<file path="src/rtl/core/swcd_pkg.sv">
// -----------------------------------------------------------------------------
// swcd_pkg
// Shared types and constants for the sliding-window critical detector.
// -----------------------------------------------------------------------------
package swcd_pkg;

	localparam int WINDOW_DEF = 5;
	localparam int DATA_W     = 16;
	localparam int COUNT_W    = 16;
	localparam int MHC_W      = 3;
	localparam int PADDR_W    = 4;
	localparam int PDATA_W    = 32;

	localparam logic signed [DATA_W-1:0] CEILING_RST    = 16'sd150;
	localparam logic signed [DATA_W-1:0] HIGH_LEVEL_RST = 16'sd70;
	localparam logic        [MHC_W-1:0]  MIN_HIGH_RST   = 3'd3;
	localparam logic signed [DATA_W-1:0] MIN_AVG_RST    = 16'sd90;

	typedef enum logic [1:0] {
		REG_CEILING    = 2'd0,
		REG_HIGH_LEVEL = 2'd1,
		REG_MIN_HIGH   = 2'd2,
		REG_MIN_AVG    = 2'd3
	} reg_idx_t;

	typedef struct packed {
		logic signed [DATA_W-1:0] ceiling;
		logic signed [DATA_W-1:0] high_level;
		logic        [MHC_W-1:0]  min_high_count;
		logic signed [DATA_W-1:0] min_average;
	} cfg_t;

	typedef struct packed {
		logic                     start_of_set;
		logic signed [DATA_W-1:0] reading;
	} sample_t;

	typedef struct packed {
		logic               window_full;
		logic               critical;
		logic [COUNT_W-1:0] critical_count;
	} result_t;

	// control that rides with the window register
	typedef struct packed {
		logic start;
		logic full;
	} stage_ctl_t;

endpackage

</file>
<file path="src/rtl/core/swcd_regs.sv">
// -----------------------------------------------------------------------------
// swcd_regs
// APB register file for the detector thresholds.
// -----------------------------------------------------------------------------
module swcd_regs
	import swcd_pkg::*;
(
	input  logic               clk,
	input  logic               arst_n,
	input  logic               psel,
	input  logic               penable,
	input  logic               pwrite,
	input  logic [PADDR_W-1:0] paddr,
	input  logic [PDATA_W-1:0] pwdata,
	output logic [PDATA_W-1:0] prdata,
	output logic               pready,
	output cfg_t               cfg
);

	cfg_t     cfg_q;
	reg_idx_t idx;
	logic     wr_en;

	assign idx    = reg_idx_t'(paddr[PADDR_W-1:2]);
	assign wr_en  = psel && penable && pwrite;
	assign pready = 1'b1;
	assign cfg    = cfg_q;

	always_ff @(posedge clk or negedge arst_n) begin
		if (!arst_n) begin
			cfg_q.ceiling        <= CEILING_RST;
			cfg_q.high_level     <= HIGH_LEVEL_RST;
			cfg_q.min_high_count <= MIN_HIGH_RST;
			cfg_q.min_average    <= MIN_AVG_RST;
		end else if (wr_en) begin
			case (idx)
				REG_CEILING:    cfg_q.ceiling        <= pwdata[DATA_W-1:0];
				REG_HIGH_LEVEL: cfg_q.high_level     <= pwdata[DATA_W-1:0];
				REG_MIN_HIGH:   cfg_q.min_high_count <= pwdata[MHC_W-1:0];
				REG_MIN_AVG:    cfg_q.min_average    <= pwdata[DATA_W-1:0];
				default: ;
			endcase
		end
	end

	always_comb begin
		case (idx)
			REG_CEILING:    prdata = {{(PDATA_W-DATA_W){1'b0}}, cfg_q.ceiling};
			REG_HIGH_LEVEL: prdata = {{(PDATA_W-DATA_W){1'b0}}, cfg_q.high_level};
			REG_MIN_HIGH:   prdata = {{(PDATA_W-MHC_W){1'b0}}, cfg_q.min_high_count};
			REG_MIN_AVG:    prdata = {{(PDATA_W-DATA_W){1'b0}}, cfg_q.min_average};
			default:        prdata = '0;
		endcase
	end

endmodule

</file>
<file path="src/rtl/core/swcd_hist.sv">
// -----------------------------------------------------------------------------
// swcd_hist
// Reading history shift line, fill tracking and the window register.
// -----------------------------------------------------------------------------
module swcd_hist
	import swcd_pkg::*;
#(
	parameter int WINDOW = WINDOW_DEF
) (
	input  logic                     clk,
	input  logic                     arst_n,
	input  logic                     accept,
	input  sample_t                  sample,
	output logic signed [DATA_W-1:0] window_s1 [WINDOW],
	output stage_ctl_t               ctl_s1
);

	localparam int FILL_W = (WINDOW > 2) ? $clog2(WINDOW) : 1;
	localparam logic [FILL_W-1:0] FILL_MAX = FILL_W'(WINDOW - 1);

	logic signed [DATA_W-1:0] hist_q [WINDOW-1];
	logic        [FILL_W-1:0] fill_q;
	logic        [FILL_W-1:0] fill_eff;
	logic                     full;

	// start of set drops the fill; stale entries are never judged
	assign fill_eff = sample.start_of_set ? '0 : fill_q;
	assign full     = (fill_eff == FILL_MAX);

	always_ff @(posedge clk or negedge arst_n) begin
		if (!arst_n) begin
			fill_q <= '0;
		end else if (accept) begin
			fill_q <= full ? fill_eff : fill_eff + 1'b1;
		end
	end

	// newest reading enters at the top, oldest sits at index 0
	always_ff @(posedge clk) begin
		if (accept) begin
			for (int i = 0; i < WINDOW - 2; i++) begin
				hist_q[i] <= hist_q[i+1];
			end
			hist_q[WINDOW-2] <= sample.reading;
			for (int i = 0; i < WINDOW - 1; i++) begin
				window_s1[i] <= hist_q[i];
			end
			window_s1[WINDOW-1] <= sample.reading;
			ctl_s1.start        <= sample.start_of_set;
			ctl_s1.full         <= full;
		end
	end

endmodule

</file>
<file path="src/rtl/core/swcd_judge.sv">
// -----------------------------------------------------------------------------
// swcd_judge
// Parallel window test: ceiling, high count and truncated average.
// -----------------------------------------------------------------------------
module swcd_judge
	import swcd_pkg::*;
#(
	parameter int WINDOW = WINDOW_DEF
) (
	input  logic signed [DATA_W-1:0] window [WINDOW],
	input  cfg_t                     cfg,
	output logic                     critical
);

	localparam int SUM_W = DATA_W + $clog2(WINDOW);
	localparam int THR_W = SUM_W + 2;
	localparam int CNT_W = $clog2(WINDOW + 1);
	localparam int CMP_W = (CNT_W > MHC_W) ? CNT_W : MHC_W;
	localparam logic signed [THR_W-1:0] WIN_S = THR_W'(WINDOW);

	logic                    over;
	logic [CNT_W-1:0]        highs;
	logic signed [SUM_W-1:0] sum;
	logic signed [THR_W-1:0] avg_x;
	logic signed [THR_W-1:0] thr;
	logic                    avg_pos;
	logic                    high_ok;
	logic                    avg_ok;

	always_comb begin
		over  = 1'b0;
		highs = '0;
		sum   = '0;
		for (int i = 0; i < WINDOW; i++) begin
			if (window[i] > cfg.ceiling) begin
				over = 1'b1;
			end
			if (window[i] >= cfg.high_level) begin
				highs = highs + 1'b1;
			end
			sum = sum + SUM_W'(window[i]);
		end
	end

	// trunc(sum/W) >= m  <=>  sum >= m*W for m > 0, sum > (m-1)*W otherwise
	assign avg_x   = THR_W'(cfg.min_average);
	assign avg_pos = (cfg.min_average > 0);
	assign thr     = avg_pos ? avg_x * WIN_S : (avg_x - THR_W'(1)) * WIN_S + THR_W'(1);

	assign high_ok  = CMP_W'(highs) >= CMP_W'(cfg.min_high_count);
	assign avg_ok   = THR_W'(sum) >= thr;
	assign critical = !over && high_ok && avg_ok;

endmodule

</file>
<file path="src/rtl/core/sliding_window_critical_detector.sv">
// -----------------------------------------------------------------------------
// sliding_window_critical_detector
// Sliding-window threshold detector with a saturating critical-window count.
// -----------------------------------------------------------------------------
// Takes one reading per cycle while the sample side is not stalled and returns
// one result word per reading. The reading passes through the window register
// and then the result register before its word is presented. A shift line
// holds the last WINDOW-1 readings; on accept the full window is copied into a
// window register, and the ceiling test, high-level count, window sum and
// average threshold compare all sit between that register and the result
// register. Back-pressure on the result side reaches the sample side only when
// both stages are occupied. Thresholds are APB registers and must only be
// written while the block is empty.
module sliding_window_critical_detector
	import swcd_pkg::*;
#(
	parameter int WINDOW = WINDOW_DEF
) (
	input  logic               clk,
	input  logic               arst_n,
	input  logic               sample_valid,
	output logic               sample_stall,
	input  sample_t            sample,
	output logic               result_valid,
	input  logic               result_stall,
	output result_t            result,
	input  logic               psel,
	input  logic               penable,
	input  logic               pwrite,
	input  logic [PADDR_W-1:0] paddr,
	input  logic [PDATA_W-1:0] pwdata,
	output logic [PDATA_W-1:0] prdata,
	output logic               pready
);

	cfg_t                     cfg;
	logic signed [DATA_W-1:0] window_s1 [WINDOW];
	stage_ctl_t               ctl_s1;
	logic                     valid_s1;
	logic                     valid_s2;
	result_t                  result_s2;
	logic [COUNT_W-1:0]       tally_q;
	logic [COUNT_W-1:0]       tally_base;
	logic [COUNT_W-1:0]       tally_next;
	logic                     judged;
	logic                     crit;
	logic                     adv_s2;
	logic                     adv_s1;
	logic                     accept;

	assign adv_s2       = !valid_s2 || !result_stall;
	assign adv_s1       = !valid_s1 || adv_s2;
	assign sample_stall = !adv_s1;
	assign accept       = sample_valid && adv_s1;

	swcd_regs u_regs (
		.clk     (clk),
		.arst_n  (arst_n),
		.psel    (psel),
		.penable (penable),
		.pwrite  (pwrite),
		.paddr   (paddr),
		.pwdata  (pwdata),
		.prdata  (prdata),
		.pready  (pready),
		.cfg     (cfg)
	);

	swcd_hist #(.WINDOW(WINDOW)) u_hist (
		.clk       (clk),
		.arst_n    (arst_n),
		.accept    (accept),
		.sample    (sample),
		.window_s1 (window_s1),
		.ctl_s1    (ctl_s1)
	);

	swcd_judge #(.WINDOW(WINDOW)) u_judge (
		.window   (window_s1),
		.cfg      (cfg),
		.critical (judged)
	);

	assign crit       = ctl_s1.full && judged;
	assign tally_base = ctl_s1.start ? '0 : tally_q;
	assign tally_next = (crit && (tally_base != '1)) ? tally_base + 1'b1 : tally_base;

	always_ff @(posedge clk or negedge arst_n) begin
		if (!arst_n) begin
			valid_s1 <= 1'b0;
			valid_s2 <= 1'b0;
			tally_q  <= '0;
		end else begin
			if (adv_s1) begin
				valid_s1 <= sample_valid;
			end
			if (adv_s2) begin
				valid_s2 <= valid_s1;
				if (valid_s1) begin
					tally_q <= tally_next;
				end
			end
		end
	end

	always_ff @(posedge clk) begin
		if (adv_s2 && valid_s1) begin
			result_s2.window_full    <= ctl_s1.full;
			result_s2.critical       <= crit;
			result_s2.critical_count <= tally_next;
		end
	end

	assign result_valid = valid_s2;
	assign result       = result_s2;

endmodule

</file>
<file path="config.mk">
export PLATFORM = sky130hd
export DESIGN_NAME = sliding_window_critical_detector
export DESIGN_NICKNAME = d
export VERILOG_FILES = /design/src/rtl/core/swcd_pkg.sv /design/src/rtl/core/swcd_regs.sv /design/src/rtl/core/swcd_hist.sv /design/src/rtl/core/swcd_judge.sv /design/src/rtl/core/sliding_window_critical_detector.sv
export SDC_FILE = /design/constraint.sdc
export NUM_CORES = 1
export LEC_CHECK = 0
export ABC_AREA = 1
export BUFFER_PORTS_ARGS = -buffer_cell sky130_fd_sc_hd__buf_2
export CAP_MARGIN = 0
export CORE_MARGIN = 3
export CORE_UTILIZATION = 35
export DETAILED_ROUTE_END_ITERATION = 8
export GPL_TIMING_DRIVEN = 1
export HOLD_SLACK_MARGIN = 0.08
export SYNTH_ARGS = -nofsm -noshare
export SYNTH_HDL_FRONTEND = slang
export SYNTH_HIERARCHICAL = 1
export SYNTH_SLANG_ARGS = --single-unit
</file>
<file path="constraint.sdc">
create_clock -name clk -period 6.75 [get_ports clk]
set_clock_uncertainty 0.2 [all_clocks]
set_input_delay 0.675 -clock clk [delete_from_list [all_inputs] [get_ports clk]]
set_output_delay 0.675 -clock clk [all_outputs]
set_load 0.01 [all_outputs]
</file>
* Yosys cells after proc, flatten, opt, wreduce, memory -nomap -nowiden
Memory sizes are Yosys's and may differ from the RTL's. A register that Yosys moved wholly into a read port is not among the register bits.
Cells that the tools add are included.
W data, S select, Z words.
** Storage, ports and cells
- Register bits after elaboration :: 156
- RAM bits :: 64
- Input port bits :: 60
- Output and inout port bits :: 53
- Logic and storage cells :: 89
- Memories :: 1
** Cells by class
- Add/sub/neg operators :: 12
- Multipliers :: 2
- Magnitude comparators :: 13
- Eq/ne operators :: 5
- Multiplexer cells :: 18
- Reductions and logical operators :: 21
** Memory list
- u_hist.hist_q :: words 4, bits a word 16, read ports 4, clocked after Yosys merged registers in 1, wr ports 4, line swcd_hist.sv:21 : logic signed [DATA_W-1:0] hist_q [WINDOW-1];
** Operator list (number)
- $pmux W32 S4 :: 1
- $ge A16 B16 Y1 :: 5
- $gt A16 B16 Y1 :: 5
- $add A19 B16 Y19 :: 2
- $mux W16 :: 2
- $add A21 B2 Y21 const B :: 1
- $ge A19 B21 Y1 :: 1
- $mul A21 B4 Y21 const B :: 1
- $mux W21 :: 1
- $mul A16 B4 Y20 const B :: 1
- $add A17 B16 Y18 :: 1
- $mux W3 :: 6
- $add A16 B16 Y17 :: 1
- $sub A16 B2 Y17 const B :: 1
- $add A16 B1 Y16 const B :: 1
- $gt A16 B1 Y1 const B :: 1
- $ne A16 B16 Y1 const B :: 1
- $add A3 B1 Y3 const B :: 4
- $reduce_and A2 Y1 :: 5
- $logic_and A1 B1 Y1 :: 8
- $mux W1 :: 8
- $logic_not A1 Y1 :: 5
- $eq A2 B2 Y1 const B :: 2
- $eq A3 B3 Y1 const B :: 1
- other kinds (5) :: 6

* Logic depth before layout (Yosys ltp)
- Depth in word-level cells :: 16
- Depth in mapped cells :: 41

* Hierarchy
The synthesis kept the hierarchy.
** By module, submodules not included
- swcd_judge :: instances 1, cells each 1375, area each 9281.4 µm²
- swcd_hist :: instances 1, cells each 106, area each 2642.5 µm²
- swcd_regs :: instances 1, cells each 323, area each 2638.8 µm²
- sliding_window_critical_detector :: instances 1, cells each 267, area each 2148.3 µm²

* Worst setup path before layout
OpenSTA, ideal clock, no wires.
- Kind :: flip-flop to flip-flop
- Start point :: memory u_hist.hist_q[2][1]
- End point :: register result_s2, in the netlist result[9], data pin
- Library setup time :: 255 ps
- Arrival time :: 5089 ps
- Setup slack :: 1206 ps
- Cell stages (with the launch flop) :: 28
- Buffers on the path :: 0
- Cell sequence :: edfxtp_1 > inv_1 > fa_1 > fa_1 > fa_1 > inv_1 > ha_1 > inv_1 > fa_1 > o21ai_0 > nand4_1 > o2111ai_1 > a31oi_1 > xor2_1 > ha_1 > nand2_1 > o21ai_0 > a21oi_1 > nand3_1 > o21ai_0 > nor2_1 > nor2_1 > nand2_1 > nor2_2 > nand2_1 > nor2_1 > nand3b_1 > and2_1
** RTL lines
- start, declared :: line swcd_hist.sv:21
- end, declared :: line sliding_window_critical_detector.sv:41 : result_t result_s2;

==> out/results.txt <==
Status -> finished clean
Clock Tree Buf Depth -> 2
Top_reg_cell synth -> edfxtp_1
FFs w/ async S/R, synth -> 41.86%
GR Util met1 -> 23.74%
Total of max-cap violations -> 0
Peak supply drop -> 0.0001700 V
Min-Delay Path Class -> in -> async
Max-slew violations -> 0
Worst hold slack -> 122.3 ps
Area of the core -> 46850 sq um
P per Cell Area -> 353.3 nW/um^2
Unrepaired setup endpoints after global routing -> false
Die area -> 50400 sq um
Place WS -> 218.9 ps
Core Rows -> 79
# IOs -> 113
Peak Freq -> 0.1568 GHz
H-tree levels -> 4
Maximum fanout along the worst path -> 4
# port buffers -> 77
Number of global-route vias before repair -> 13790
Busiest grt layer -> met2
Largest net degree at the start of global routing -> 73
Final Hold Viols -> 0
Detailed Route WL -> 45.62 mm
DRC Markers -> 0
Post-route ant nets -> 0
Root buffer cell -> clkbuf_16
Number of enable flip-flop cells after synthesis -> 100
Global-route wire length before repair -> 72.04 mm
Hold buffers post-CTS -> 0
Total track usage -> 18.19%
Post-Synthesis Cells -> 2071
Synth warn -> 6
Arr. time, crit path -> 6390 ps
HPWL after detailed placement -> 36.96 mm
PnR worst setup slack -> 371.3 ps
Via density -> 5.010
Initial antenna violation count -> 1
Initial Util -> 35.67%
Crit. End Element -> flop
Headroom to the max-slew limit -> 35.38%
Iter 0 DRT Violations -> 938
Syn_area_per_cell -> 8.069 sq um
Synthesis-to-layout area growth -> 9.853%
Final setup viols -> 0
Post-synthesis cell type count -> 57
Worst Path Required -> 6760 ps
Clock Latency Late Sink -> 460 ps
Layout net count -> 2541
Period utilisation layout -> 94.50%
Die X-Extent -> 224.5 um
CTS Sinks -> 172
Synth Cell Area -> 16710 sq um
Via count -> 13920
Worst setup SP type -> flop
Die H -> 224.5 um
Drt pass-1 iters -> 5
Routed len/inst -> 16.42 um
Layout cell share with drive strength beyond 1 -> 9.032%
Gr ovfl total -> 0
Met3 GRT Util -> 2.532%
Final setup TNS -> 0 ps
Tightest Pin Transition -> 969.3 ps
Pleak -> 9.542 nW
Yosys reg bits -> 172
Tmin final -> 6379 ps
Seq/Total Area, Yosys -> 28.85%
GPL Wtd Cong -> 0.9240
GR Layer Usage met2 -> 30.65%
CTS tree -> done
Clk slew on worst S/H paths -> 70 ps
Setup CP Type -> reg -> reg
Fill count -> 4740
Total CTS buffers -> 17
==> power breakdown <==
| group | internal (mW) | switching [mW] |
|---|---|---|
| sequential | 1.27 | 0.155 |
| clock | 0.636 | 0.473 |
| combinational | 1.50 | 2.45 |
| total | 3.40 | 3.08 |
==> flip-flops by register name, indices dropped and copies added (netlist names) <==
signal / flops
result: 18
result_valid: 1
tally_q: 16
u_hist/ctl_s1: 2
u_hist/fill_q: 3
u_hist/hist_q: 64
u_hist/window_s1: 16
u_regs/cfg: 51
valid_s1: 1
==> cells by family after synthesis <==
family | count (synthesis) | synth area share (%)
AND/OR/NAND/NOR | 934 | 24.98
buffers and inverters | 348 | 9.015
adder cells (fa/ha/maj) | 324 | 26.55
AO/OA/AOI/OAI | 238 | 7.772
flip-flops | 172 | 28.85
XOR/XNOR | 52 | 2.725
other | 2 | 0.04494
multiplexers | 1 | 0.06738
==> area by class of cell <==
type	instances	area, sq um	area share [%]
inverter	312	1191	6.489
timing repair buffer	88	470.5	2.563
sequential	172	4821	26.26
antenna	1	2.502	0.01363
tap	607	759.5	4.137
clock inverter	12	167.7	0.9133
multi-input combinational	1566	10470	57.01
clock buffer	20	479.2	2.610
==> cell usage in the layout (no fill, tap or decap), types with 6 or more instances in the layout <==
cell	netlist	final
inv_6	2	7
clkbuf_16	0	19
dfrtp_1	59	59
conb_1	2	17
o21a_1	8	8
nor2_2	10	11
ha_1	273	273
nand4_1	33	33
and2_1	11	11
nor3_1	9	9
inv_1	305	303
nand2_4	8	8
dfstp_2	13	13
nor2_1	120	119
o21bai_1	6	6
fa_1	51	51
a21o_1	11	11
nand3_1	122	122
buf_4	22	12
xnor2_1	20	20
nand3b_1	8	8
edfxtp_1	100	100
nand2_2	12	12
o21ai_0	68	65
a21oi_1	126	126
xor2_1	32	31
nand2_1	575	575
buf_2	1	76
==> critical path, stage by stage, from the launching register on <==
cell and delay [ps]:
edfxtp_1 440, inv_1 90, fa_1 610, fa_1 470, fa_1 470, inv_1 70, ha_1 190, inv_1 80
fa_1 430, o21ai_1 290, nand4_1 130, o2111ai_1 200, a31oi_1 160, xor2_1 180, ha_1 310, nand2_1 90
o21ai_0 80, a21oi_1 130, nand3_1 100, o21ai_0 160, nor2_1 70, nor2_1 210, nand2_1 190, inv_2 150
nand2_1 80, nor3b_2 240, nand3b_1 140, and2_1 180
==> what timing repair did <==
item,CTS,global route
buffers inserted,0,2
resized for setup,0,9
endpoints found under the setup margin,0,6
==> layer usage <==
layer | vias up | wire length [um]
li1 | 6941 | -
met1 | 6620 | 20940
met2 | 290 | 21660
met3 | 67 | 1540
met4 | 0 | 1479
met5 | - | 0
==> metrics by stage <==
step | util [%] | area [sq um] | power (mW) | cells
CTS | 39.09 | 18310 | 6.482 | 2775
detailed placement | 37.71 | 17670 | 5.330 | 2743
global route | 39.18 | 18360 | 7.186 | 2778
floorplan | - | 16770 | 4.301 | 2086
global placement | 37.71 | 17670 | 5.218 | 2743
finish | 39.18 | 18360 | 6.485 | 2778
==> cell usage after synthesis (2+ instances only) <==
cell	number	area [sq um]
nor2_2	10	62.56
a21o_1	11	82.58
xnor2_1	20	175.2
o21ai_1	3	15.01
nand3_1	122	610.6
nor3_1	9	45.04
conb_1	2	7.510
o21a_1	8	60.06
buf_4	22	165.2
buf_6	11	123.9
nor4_1	3	18.77
o221ai_1	2	17.52
dfrtp_1	59	1476
edfxtp_1	100	3003
nand3b_1	8	60.06
nor2_1	120	450.4
inv_2	2	7.510
ha_1	273	3416
a31oi_1	3	18.77
o211ai_1	4	30.03
xor2_1	32	280.3
nand3_2	4	40.04
nand2_1	575	2158
nand4_1	33	206.5
o21bai_1	6	45.04
nand3_4	3	52.55
a21oi_1	126	630.6
dfstp_2	13	341.6
nand2_4	8	90.09
fa_1	51	1021
inv_1	305	1145
nor2_8	4	80.08
inv_4	3	18.77
inv_6	2	17.52
o21ai_0	68	340.3
and2_1	11	68.82
nor3_4	3	48.80
nand2_2	12	75.07
nor2_4	2	22.52
==> path summary, 6_finish.rpt <==
path | to | startpoint | cells past startpoint | slack [ps]
setup / recovery | result[10] | u_hist/hist_q[3][1] | 27 | 370
hold / removal | tally_q[5] | arst_n | 1 | 120
setup reg to reg | result[10] | u_hist/hist_q[3][1] | 27 | 370
hold reg to reg | result_valid | valid_s1 | 2 | 270
max in group asynchronous | u_regs/cfg[18] | arst_n | 1 | 5560
min in group clk | u_hist/hist_q[3][9] | sample[9] | 1 | 190
Note: power is estimated with default switching activity, not from simulation.
